==> src/rtl/core/assert_macros.svh <==
// assertion macros used by the handle timer slot table
`ifndef ASSERT_MACROS_SVH
`define ASSERT_MACROS_SVH

// property that holds at every clock edge outside reset
`define HTS_ASSERT(label, prop, msg) \
  label: assert property (@(posedge clk) disable iff (!rst_n) (prop)) else $error(msg);

// same-cycle implication
`define HTS_ASSERT_IMP(label, ante, cons, msg) \
  label: assert property (@(posedge clk) disable iff (!rst_n) (ante) |-> (cons)) else $error(msg);

// next-cycle implication
`define HTS_ASSERT_NXT(label, ante, cons, msg) \
  label: assert property (@(posedge clk) disable iff (!rst_n) (ante) |=> (cons)) else $error(msg);

`endif

==> src/rtl/core/hts_pkg.sv <==
// types and constants of the handle timer slot table
package hts_pkg;

  localparam int SLOTS_DEF   = 16;
  localparam int HANDLE_W    = 31;
  localparam int TIME_W      = 32;
  localparam int OP_W        = 2;
  localparam int STATUS_W    = 2;
  localparam int IN_DATA_W   = 96;
  localparam int OUT_DATA_W  = 72;
  // remainder unit: reciprocal of up to 33 bits times a 31-bit handle
  localparam int MOD_MAGIC_W = HANDLE_W + 2;
  localparam int MOD_PROD_W  = HANDLE_W + MOD_MAGIC_W;

  localparam int QRY_ELAPSED = 0;
  localparam int QRY_LEFT    = 1;

  typedef enum logic [OP_W-1:0] {
    OP_START   = 2'd0,
    OP_STOP    = 2'd1,
    OP_ELAPSED = 2'd2,
    OP_LEFT    = 2'd3
  } op_t;

  typedef enum logic [STATUS_W-1:0] {
    STAT_OK        = 2'd0,
    STAT_FULL      = 2'd1,
    STAT_NOT_FOUND = 2'd2
  } status_t;

  typedef enum logic [2:0] {
    ST_IDLE,
    ST_SCAN,
    ST_MOD,
    ST_READ,
    ST_CALC,
    ST_DONE
  } state_t;

  typedef struct packed {
    logic [TIME_W-1:0]   start_time;
    logic [TIME_W-1:0]   duration;
    logic [HANDLE_W-1:0] handle;
  } slot_t;

endpackage

==> src/rtl/core/hts_ram.sv <==
// generic single-port ram with registered read
module hts_ram #(
  parameter int WIDTH = 8,
  parameter int DEPTH = 16
) (
  input  logic                                   clk,
  input  logic                                   we,
  input  logic [((DEPTH > 1) ? $clog2(DEPTH) : 1)-1:0] addr,
  input  logic [WIDTH-1:0]                       wdata,
  output logic [WIDTH-1:0]                       rdata
);

  logic [WIDTH-1:0] mem_r [DEPTH];
  logic [WIDTH-1:0] rdata_r;

  always_ff @(posedge clk) begin
    if (we) begin
      mem_r[addr] <= wdata;
    end
    rdata_r <= mem_r[addr];
  end

  assign rdata = rdata_r;

endmodule

==> src/rtl/core/hts_mod.sv <==
// handle modulo slot count by reciprocal multiplication
module hts_mod #(
  parameter int SLOTS = hts_pkg::SLOTS_DEF
) (
  input  logic                                   clk,
  input  logic                                   rst_n,
  input  logic                                   start,
  input  logic [hts_pkg::HANDLE_W-1:0]           value,
  output logic                                   done,
  output logic [((SLOTS > 1) ? $clog2(SLOTS) : 1)-1:0] rem
);
  import hts_pkg::*;

  localparam int IDX_W = (SLOTS > 1) ? $clog2(SLOTS) : 1;
  // floor(v / SLOTS) equals (v * MAGIC) >> SHIFT for every 31-bit v
  localparam int                     SHIFT   = HANDLE_W + IDX_W;
  localparam logic [63:0]            POW     = 64'd1 << SHIFT;
  localparam logic [63:0]            MAGIC64 = (POW + 64'(SLOTS) - 64'd1) / 64'(SLOTS);
  localparam logic [MOD_MAGIC_W-1:0] MAGIC   = MAGIC64[MOD_MAGIC_W-1:0];

  logic                  s1_r, s1_nxt;
  logic                  s2_r, s2_nxt;
  logic                  done_r, done_nxt;
  logic [HANDLE_W-1:0]   val_r, val_nxt;
  logic [MOD_PROD_W-1:0] prod_r, prod_nxt;
  logic [IDX_W-1:0]      rem_r, rem_nxt;
  logic [MOD_PROD_W-1:0] quot_full;
  logic [HANDLE_W-1:0]   quot;
  logic [HANDLE_W-1:0]   back;
  logic [HANDLE_W-1:0]   resid;

  always_comb begin
    quot_full = prod_r >> SHIFT;
    quot      = quot_full[HANDLE_W-1:0];
    // quotient times SLOTS never exceeds the handle, so 31 bits hold it
    back      = quot * HANDLE_W'(SLOTS);
    resid     = val_r - back;
    s1_nxt    = start;
    s2_nxt    = s1_r;
    done_nxt  = s2_r;
    val_nxt   = start ? value : val_r;
    prod_nxt  = s1_r ? ({{(MOD_PROD_W-HANDLE_W){1'b0}}, val_r} *
                        {{(MOD_PROD_W-MOD_MAGIC_W){1'b0}}, MAGIC}) : prod_r;
    rem_nxt   = s2_r ? resid[IDX_W-1:0] : rem_r;
  end

  always_ff @(posedge clk) begin
    if (!rst_n) begin
      s1_r   <= 1'b0;
      s2_r   <= 1'b0;
      done_r <= 1'b0;
    end else begin
      s1_r   <= s1_nxt;
      s2_r   <= s2_nxt;
      done_r <= done_nxt;
    end
  end

  always_ff @(posedge clk) begin
    val_r  <= val_nxt;
    prod_r <= prod_nxt;
    rem_r  <= rem_nxt;
  end

  assign done = done_r;
  assign rem  = rem_r;

endmodule

==> src/rtl/core/handle_timer_slot_table.sv <==
// Timer table of SLOTS entries found by generational handles (slot = handle mod SLOTS).
// One request at a time; the result sits in an output register so the next request
// may be taken while it waits. A start walks the candidate handles one per cycle over
// the per-slot busy flags and writes the claimed entry into the slot ram, or reports a
// full table. A stop or time query maps the handle to a slot in the remainder unit by
// a reciprocal multiply, then one ram read, the clamp for queries and, for time-left
// queries, the final subtract. Stops and queries with a negative or zero handle go
// straight to the result. A result still in the output register stalls the next one
// in its last cycle. The busy flags clear at reset, so no ram clearing pass is needed.
module handle_timer_slot_table #(
  parameter int SLOTS = hts_pkg::SLOTS_DEF
) (
  input  logic                             clk,
  input  logic                             rst_n,
  input  logic                             in_tvalid,
  output logic                             in_tready,
  // handle[31:0], duration_us[63:32], now_us[95:64]
  input  logic [hts_pkg::IN_DATA_W-1:0]    in_tdata,
  // opcode[1:0]
  input  logic [hts_pkg::OP_W-1:0]         in_tuser,
  output logic                             out_tvalid,
  input  logic                             out_tready,
  // status[1:0], handle_out[32:2], time_value[64:33], zero[71:65]
  output logic [hts_pkg::OUT_DATA_W-1:0]   out_tdata
);
  import hts_pkg::*;
  `include "assert_macros.svh"

  localparam int IDX_W = (SLOTS > 1) ? $clog2(SLOTS) : 1;

  state_t              state_r, state_nxt;
  op_t                 op_r, op_nxt;
  logic [HANDLE_W-1:0] h_r, h_nxt;
  logic [TIME_W-1:0]   dur_r, dur_nxt;
  logic [TIME_W-1:0]   now_r, now_nxt;
  logic [HANDLE_W-1:0] cand_r, cand_nxt;
  logic [IDX_W-1:0]    idx_r, idx_nxt;
  logic [IDX_W-1:0]    cnt_r, cnt_nxt;
  logic [HANDLE_W-1:0] next_handle_r, next_handle_nxt;
  logic [IDX_W-1:0]    next_idx_r, next_idx_nxt;
  logic [SLOTS-1:0]    valid_r, valid_nxt;
  logic [TIME_W-1:0]   elapsed_r, elapsed_nxt;
  logic [TIME_W-1:0]   sdur_r, sdur_nxt;
  status_t             res_status_r, res_status_nxt;
  logic [HANDLE_W-1:0] res_hout_r, res_hout_nxt;
  logic [TIME_W-1:0]   res_tval_r, res_tval_nxt;
  logic                out_valid_r, out_valid_nxt;
  status_t             out_status_r, out_status_nxt;
  logic [HANDLE_W-1:0] out_hout_r, out_hout_nxt;
  logic [TIME_W-1:0]   out_tval_r, out_tval_nxt;

  logic                in_acc;
  logic [HANDLE_W-1:0] cand_succ;
  logic [IDX_W-1:0]    idx_succ;
  logic [TIME_W-1:0]   diff;
  logic                mod_start;
  logic                mod_done;
  logic [IDX_W-1:0]    mod_rem;
  logic                ram_we;
  logic [IDX_W-1:0]    ram_addr;
  slot_t               ram_wdata;
  slot_t               ram_rdata;

  assign in_tready = (state_r == ST_IDLE);
  assign in_acc    = in_tvalid && in_tready;

  // counter wraps back to SLOTS so a free mark of zero is never handed out
  assign cand_succ = (cand_r == {HANDLE_W{1'b1}}) ? HANDLE_W'(SLOTS) : cand_r + 1'b1;
  assign idx_succ  = ((cand_r == {HANDLE_W{1'b1}}) || (idx_r == IDX_W'(SLOTS-1))) ?
                     '0 : idx_r + 1'b1;
  assign diff      = now_r - ram_rdata.start_time;

  assign ram_wdata = '{start_time: now_r, duration: dur_r, handle: cand_r};
  assign ram_addr  = (state_r == ST_SCAN) ? idx_r : mod_rem;

  always_comb begin
    state_nxt       = state_r;
    op_nxt          = op_r;
    h_nxt           = h_r;
    dur_nxt         = dur_r;
    now_nxt         = now_r;
    cand_nxt        = cand_r;
    idx_nxt         = idx_r;
    cnt_nxt         = cnt_r;
    next_handle_nxt = next_handle_r;
    next_idx_nxt    = next_idx_r;
    valid_nxt       = valid_r;
    elapsed_nxt     = elapsed_r;
    sdur_nxt        = sdur_r;
    res_status_nxt  = res_status_r;
    res_hout_nxt    = res_hout_r;
    res_tval_nxt    = res_tval_r;
    out_valid_nxt   = out_valid_r;
    out_status_nxt  = out_status_r;
    out_hout_nxt    = out_hout_r;
    out_tval_nxt    = out_tval_r;
    mod_start       = 1'b0;
    ram_we          = 1'b0;

    if (out_valid_r && out_tready) begin
      out_valid_nxt = 1'b0;
    end

    case (state_r)
      ST_IDLE: begin
        if (in_acc) begin
          op_nxt         = op_t'(in_tuser);
          h_nxt          = in_tdata[HANDLE_W-1:0];
          dur_nxt        = in_tdata[63:32];
          now_nxt        = in_tdata[95:64];
          cand_nxt       = next_handle_r;
          idx_nxt        = next_idx_r;
          cnt_nxt        = '0;
          res_status_nxt = STAT_NOT_FOUND;
          res_hout_nxt   = '0;
          res_tval_nxt   = '0;
          if (op_t'(in_tuser) == OP_START) begin
            state_nxt = ST_SCAN;
          end else if (in_tdata[31] || (in_tdata[HANDLE_W-1:0] == '0)) begin
            state_nxt = ST_DONE;
          end else begin
            mod_start = 1'b1;
            state_nxt = ST_MOD;
          end
        end
      end
      ST_SCAN: begin
        if (!valid_r[idx_r]) begin
          ram_we           = 1'b1;
          valid_nxt[idx_r] = 1'b1;
          next_handle_nxt  = cand_succ;
          next_idx_nxt     = idx_succ;
          res_status_nxt   = STAT_OK;
          res_hout_nxt     = cand_r;
          state_nxt        = ST_DONE;
        end else if (cnt_r == IDX_W'(SLOTS-1)) begin
          res_status_nxt = STAT_FULL;
          state_nxt      = ST_DONE;
        end else begin
          cand_nxt = cand_succ;
          idx_nxt  = idx_succ;
          cnt_nxt  = cnt_r + 1'b1;
        end
      end
      ST_MOD: begin
        // ram read is issued at mod_rem in this cycle
        if (mod_done) begin
          idx_nxt   = mod_rem;
          state_nxt = ST_READ;
        end
      end
      ST_READ: begin
        if (!valid_r[idx_r] || (ram_rdata.handle != h_r)) begin
          state_nxt = ST_DONE;
        end else if (op_r == OP_STOP) begin
          valid_nxt[idx_r] = 1'b0;
          res_status_nxt   = STAT_OK;
          state_nxt        = ST_DONE;
        end else begin
          elapsed_nxt = (diff > ram_rdata.duration) ? ram_rdata.duration : diff;
          sdur_nxt    = ram_rdata.duration;
          state_nxt   = ST_CALC;
        end
      end
      ST_CALC: begin
        res_status_nxt = STAT_OK;
        if (op_r == OP_LEFT) begin
          res_tval_nxt = sdur_r - elapsed_r;
        end else begin
          res_tval_nxt = elapsed_r;
        end
        state_nxt = ST_DONE;
      end
      ST_DONE: begin
        if (!out_valid_r || out_tready) begin
          out_valid_nxt  = 1'b1;
          out_status_nxt = res_status_r;
          out_hout_nxt   = res_hout_r;
          out_tval_nxt   = res_tval_r;
          state_nxt      = ST_IDLE;
        end
      end
      default: begin
        state_nxt = ST_IDLE;
      end
    endcase
  end

  always_ff @(posedge clk) begin
    if (!rst_n) begin
      state_r       <= ST_IDLE;
      next_handle_r <= HANDLE_W'(SLOTS);
      next_idx_r    <= '0;
      valid_r       <= '0;
      out_valid_r   <= 1'b0;
    end else begin
      state_r       <= state_nxt;
      next_handle_r <= next_handle_nxt;
      next_idx_r    <= next_idx_nxt;
      valid_r       <= valid_nxt;
      out_valid_r   <= out_valid_nxt;
    end
  end

  always_ff @(posedge clk) begin
    op_r         <= op_nxt;
    h_r          <= h_nxt;
    dur_r        <= dur_nxt;
    now_r        <= now_nxt;
    cand_r       <= cand_nxt;
    idx_r        <= idx_nxt;
    cnt_r        <= cnt_nxt;
    elapsed_r    <= elapsed_nxt;
    sdur_r       <= sdur_nxt;
    res_status_r <= res_status_nxt;
    res_hout_r   <= res_hout_nxt;
    res_tval_r   <= res_tval_nxt;
    out_status_r <= out_status_nxt;
    out_hout_r   <= out_hout_nxt;
    out_tval_r   <= out_tval_nxt;
  end

  hts_mod #(
    .SLOTS (SLOTS)
  ) u_mod (
    .clk   (clk),
    .rst_n (rst_n),
    .start (mod_start),
    .value (in_tdata[HANDLE_W-1:0]),
    .done  (mod_done),
    .rem   (mod_rem)
  );

  hts_ram #(
    .WIDTH ($bits(slot_t)),
    .DEPTH (SLOTS)
  ) u_slot_ram (
    .clk   (clk),
    .we    (ram_we),
    .addr  (ram_addr),
    .wdata (ram_wdata),
    .rdata (ram_rdata)
  );

  assign out_tvalid = out_valid_r;
  assign out_tdata  = {{(OUT_DATA_W - STATUS_W - HANDLE_W - TIME_W){1'b0}},
                       out_tval_r, out_hout_r, out_status_r};

  `HTS_ASSERT(a_next_handle_nonzero, next_handle_r != '0, "next handle is zero")
  `HTS_ASSERT_IMP(a_result_from_done, $rose(out_valid_r), $past(state_r) == ST_DONE, "result not from done")
  `HTS_ASSERT_NXT(a_claim_sets_busy, (state_r == ST_SCAN) && !valid_r[idx_r], valid_r[$past(idx_r)], "claimed slot not busy")
  `HTS_ASSERT_IMP(a_fail_zero_payload, out_valid_r && (out_status_r != STAT_OK), (out_hout_r == '0) && (out_tval_r == '0), "failed request with payload")

endmodule

==> config.mk <==
export PLATFORM = sky130hd
export DESIGN_NAME = handle_timer_slot_table
export DESIGN_NICKNAME = d
export VERILOG_FILES = /design/src/rtl/core/hts_pkg.sv /design/src/rtl/core/hts_ram.sv /design/src/rtl/core/hts_mod.sv /design/src/rtl/core/handle_timer_slot_table.sv
export VERILOG_INCLUDE_DIRS = /design/src /design/src/rtl/core
export SDC_FILE = /design/constraint.sdc
export NUM_CORES = 2
export LEC_CHECK = 0
export ABC_AREA = 1
export BUFFER_PORTS_ARGS = -buffer_cell sky130_fd_sc_hd__buf_4
export CAP_MARGIN = 20
export CORE_AREA = 2 2 422 424
export CTS_CLUSTER_DIAMETER = 50
export DETAILED_ROUTE_END_ITERATION = 6
export DIE_AREA = 0 0 424 426
export GPL_TIMING_DRIVEN = 0
export PLACE_DENSITY = 0.69
export SETUP_SLACK_MARGIN = 0.3
export SYNTH_ARGS = -nofsm -noshare
export SYNTH_HDL_FRONTEND = slang
export SYNTH_SLANG_ARGS = --single-unit
==> constraint.sdc <==
create_clock -name clk -period 8 [get_ports clk]
set_clock_uncertainty 0.2 [all_clocks]
set_input_delay 1.2 -clock clk [delete_from_list [all_inputs] [get_ports clk]]
set_output_delay 1.2 -clock clk [all_outputs]
set_load 0.05 [all_outputs]
==> summary.md <==
| Metric | Value |
|---|---|
| Layout cells sized above 1 | a little under an eighth |
| DR vias/cell | 5.69 |
| Flop2flop setup slack | 2180 ps |
| RSZ-0062 raised after global routing | no |
| First-pass GRT wire length | 315 mm |
| Worst rel slew slack | around 33% |
| CP Data Arrival Time | 6160 ps |
| Clk slew on worst S/H paths | about 60 ps |
| Global placement routability congestion | slightly above 0.9 |
| Layout Nets | 6542 |
| Die X | 424 um |
| Seq. cell area | 58900 um2 |
| Post-CTS setup buffers | 0 |
| Max Root-Sink Buffers | 3 |
| Avg Cell Area, Syn | ~13 um2 |
| Die H | 426 um |
| R2r endpoint | elapsed_r[1] |
| Synth Instances | 5890 |
| Status | finished, violations left |
| Per-cell routed wire length | 24.5 um |
| Internal | 21.6 mW |
| Combinational Power Share | between 20% and 30% |
| Post-DP HPWL | around 140 mm |
| Buffers on Ports | about 170 |
| CTS tree | yes |
| Leak | 33.1 nW |
| Hold Crit Start | u_mod.s1_r |
| YS warnings | 0 |
| Initial Util | 44.9% |
| Tightest hold margin | ~220 ps |
| Num CTS Buffers | roughly 200 |
| Worst-Margin Slew | 1000 ps |
| Final WL | about 220 mm |
| Sequential share of the synthesized area | 74.6% |
| Clock power share | 27.6% |
| PD cells | 366 nW/um2 |
| Root Driver | clkbuf_16 |
| Largest net degree at the start of global routing | 57 |
| Gr usage total | 23.6% |
| DP Worst Slack | ~2300 ps |
| Post-synth top area cell | edfxtp_1 |
| Failing checks | DRC |
| Multi-input combinational cell area | around 18000 um2 |
| CP startpoint kind | flip-flop |
| Setup WS post-layout | around 2200 ps |
| Vias in the first global route | 48500 |
| Initial detailed-routing violation count | around 6400 |
| Count of different cell masters after synthesis | 41 |
| Reg2reg path depth | 20 |
| WHS Endpoint | u_mod.done_nxt |
| Post-CTS sizing | 0 |
| Clock H-tree levels | 4 |
| Sw power | 11.9 mW |
| Number of fill cells in the layout | between 10000 and 15000 |
| Area contributors post-synth | edfxtp_1 71%, a22oi_1 7.2%, nand2_1 6.4%, dfxtp_1 3.9%, inv_1 1.7% |
| Initial antenna violation count | 5 |
| Crit path required time | between 8000 and 9000 ps |
| Fin crit share | 72.8% |
| Final min period | 5820 ps |
| Worst Setup End Kind | flip-flop |
| FF-to-FF Start | now_r[0] |
| Vias post-DR | 50400 |
| Yosys top cell area share | 70.7% |
| Worst skew pair latency | 860 ps |
| Initial DRT Pass Iterations | 7 |
| CORE AREA | 176000 um2 |
| Max Cap Viol | 0 |
| Die area | 181000 um2 |
| Switching share of power | 35.5% |
| HP Class | flip-flop to flip-flop |
| Hold Buf Count CTS | 0 |
| CP max FO | 17 |
| Final Hold Vio Count | 0 |
| Worst vdd ir | around 260 uV |
| Clock sinks | 2011 |
| Mapped cell area | 78900 um2 |
| Hold depth | 2 |
| Seq pwr share | between 40 and 50% |
| Pins over their slew limit | 0 |
| Setup Viol. Count Final | 0 |
| WS Path Type | flip-flop to flip-flop |
| Total gr overflow | 0 |
| # rows | 154 |
| #FFs+latches synth | 2011 |
| Routed Antenna Nets | 0 |
| F_max | ~170 MHz |
| DRC viols | 5 |
| Io pins | 176 |
| Area Growth Syn to Fin | 16.0% |
==> cell families after synthesis <==
logic type,count (synthesis),share of synthesized area [%]
other,1,0.00475
DFF,2011,74.6
xor gates and xnor gates,68,0.755
and+or+nand+nor,1957,10.0
adders and majority gates,102,1.64
AOI/OAI and AO/OA,1123,9.67
buffers and inverters,628,3.32
==> critical path, stage by stage (launching register included) <==
cell      delay [ps]
edfxtp_1         740
inv_1            110
ha_1             290
fa_1             420
o21ai_0          390
nand2_1           90
nand2_1          170
nand3_1           90
nand2_1          180
nand2_1          100
nand3_1           90
nand2_1          180
ha_1             370
nand4_1          100
inv_1            110
nand2_1           80
nor4_1           330
nand3_1          430
nand2_1          450
buf_2            340
o21ai_0          230
==> power groups by stage <==
stage | sequential (mW) | combinational (mW) | clock, mW
finish | 15.1 | 9.17 | 9.26
global route | 15.2 | 10.0 | 9.76
CTS | 15.0 | 9.10 | 9.33
detailed placement | 15.2 | 9.04 | 0
global placement | 15.3 | 8.71 | 0
floorplan | 14.6 | 5.60 | 0
==> per-layer routing <==
layer / vias up / share of wire, % / GRT usage (%)
li1: 22600 / - / -
met5: - / 0 / 0
met1: 25000 / 40 / 31.9
met3: 391 / 9.2 / 4.37
met4: 0 / 4.1 / 9.46
met2: 2492 / 47 / 37.7
==> state kept, by name (all words and copies together) (netlist names), 31 cells and up, named ones only <==
| name | count |
|---|---|
| u_slot_ram.mem_r | 1520 |
| u_slot_ram.rdata | 95 |
| dur_r | 32 |
| elapsed_r | 32 |
| now_r | 32 |
| out_tval_r | 32 |
| res_tval_r | 32 |
| sdur_r | 32 |
| cand_r | 31 |
| h_r | 31 |
| next_handle_r | 31 |
| out_hout_r | 31 |
| res_hout_r | 31 |
==> cell usage after synthesis <==
library cell / n
nor2_1: 322
a21oi_1: 172
o21ai_0: 148
clkinv_1: 3
nand3_1: 87
and3_1: 1
nor3_1: 33
o21a_1: 5
xnor2_1: 15
clkbuf_1: 86
or2_2: 1
buf_2: 147
or2_1: 1
nor2_2: 5
nand3b_1: 4
dfxtp_1: 153
buf_4: 15
buf_1: 7
inv_1: 362
fa_1: 2
xor2_1: 53
inv_2: 5
a211oi_1: 3
o221ai_1: 2
nand2_2: 2
nand2_1: 1355
nor3b_1: 5
a21o_1: 10
nor4_1: 10
a21boi_0: 3
ha_1: 100
o211ai_1: 3
conb_1: 1
o21ai_2: 4
a31oi_1: 3
buf_6: 3
nand4_1: 130
nor2_4: 1
a22oi_1: 760
edfxtp_1: 1858
o21bai_1: 10
==> stage by stage <==
stage	instance area (um2)	cells	utilization [%]	setup TNS [ps]	total power, mW
after floorplan	78900	5896	-	0	20.2
after global placement	83100	8404	47.3	-5944640	24.0
after detailed placement	85000	8481	48.4	0	24.3
after CTS	91500	8851	52.1	0	33.5
after global routing	91500	8851	52.1	0	34.9
final	91500	8855	52.1	0	33.5
==> how the worst max path moves through the flow <==
stage	cells after the start	start	end	slack, ps
6_report	20	now_r[0]	elapsed_r[1]	2180
5_1_grt	21	now_r[2]	elapsed_r[25]	1910
4_1_cts	20	now_r[0]	elapsed_r[1]	2210
3_5_place_dp	20	now_r[0]	elapsed_r[1]	2260
3_3_place_gp	9	state_r[0]	u_slot_ram.mem_r[4][50]	-4140
2_1_floorplan	13	idx_r[0]	u_slot_ram.mem_r[0][0]	1600
==> final cells by class <==
cell class | instances | share of cell area, %
inverter | 370 | 1.52
clock inverter | 104 | 1.21
multi-input combinational | 3257 | 19.2
tap | 2340 | 3.20
antenna | 4 | 0.0109
sequential | 2011 | 64.3
buffer | 258 | 1.35
clock buffer | 266 | 5.90
timing repair buffer | 245 | 3.25
==> cell usage in the layout (no fill, tap or decap), types with 5 or more instances in the layout <==
| cell | count |
|---|---|
| clkbuf_1 | 135 |
| a21o_1 | 10 |
| xor2_1 | 53 |
| clkinv_2 | 42 |
| xnor2_1 | 15 |
| clkinv_8 | 5 |
| clkbuf_8 | 17 |
| buf_4 | 183 |
| nand2_1 | 1354 |
| buf_2 | 147 |
| nor4_1 | 10 |
| inv_2 | 5 |
| a21oi_1 | 172 |
| nand4_1 | 130 |
| nand3_1 | 87 |
| o21bai_1 | 10 |
| o21a_1 | 5 |
| a22oi_1 | 760 |
| dfxtp_1 | 153 |
| clkbuf_16 | 199 |
| inv_1 | 361 |
| nor3b_1 | 5 |
| clkinvlp_4 | 6 |
| inv_6 | 10 |
| conb_1 | 7 |
| clkinv_1 | 19 |
| buf_16 | 24 |
| nor2_2 | 6 |
| buf_12 | 52 |
| nor2_4 | 19 |
| nor2_1 | 303 |
| edfxtp_1 | 1858 |
| buf_1 | 7 |
| o21ai_0 | 148 |
| ha_1 | 100 |
| bufinv_16 | 15 |
| nor3_1 | 33 |
Note: power is estimated with default switching activity, not from simulation.
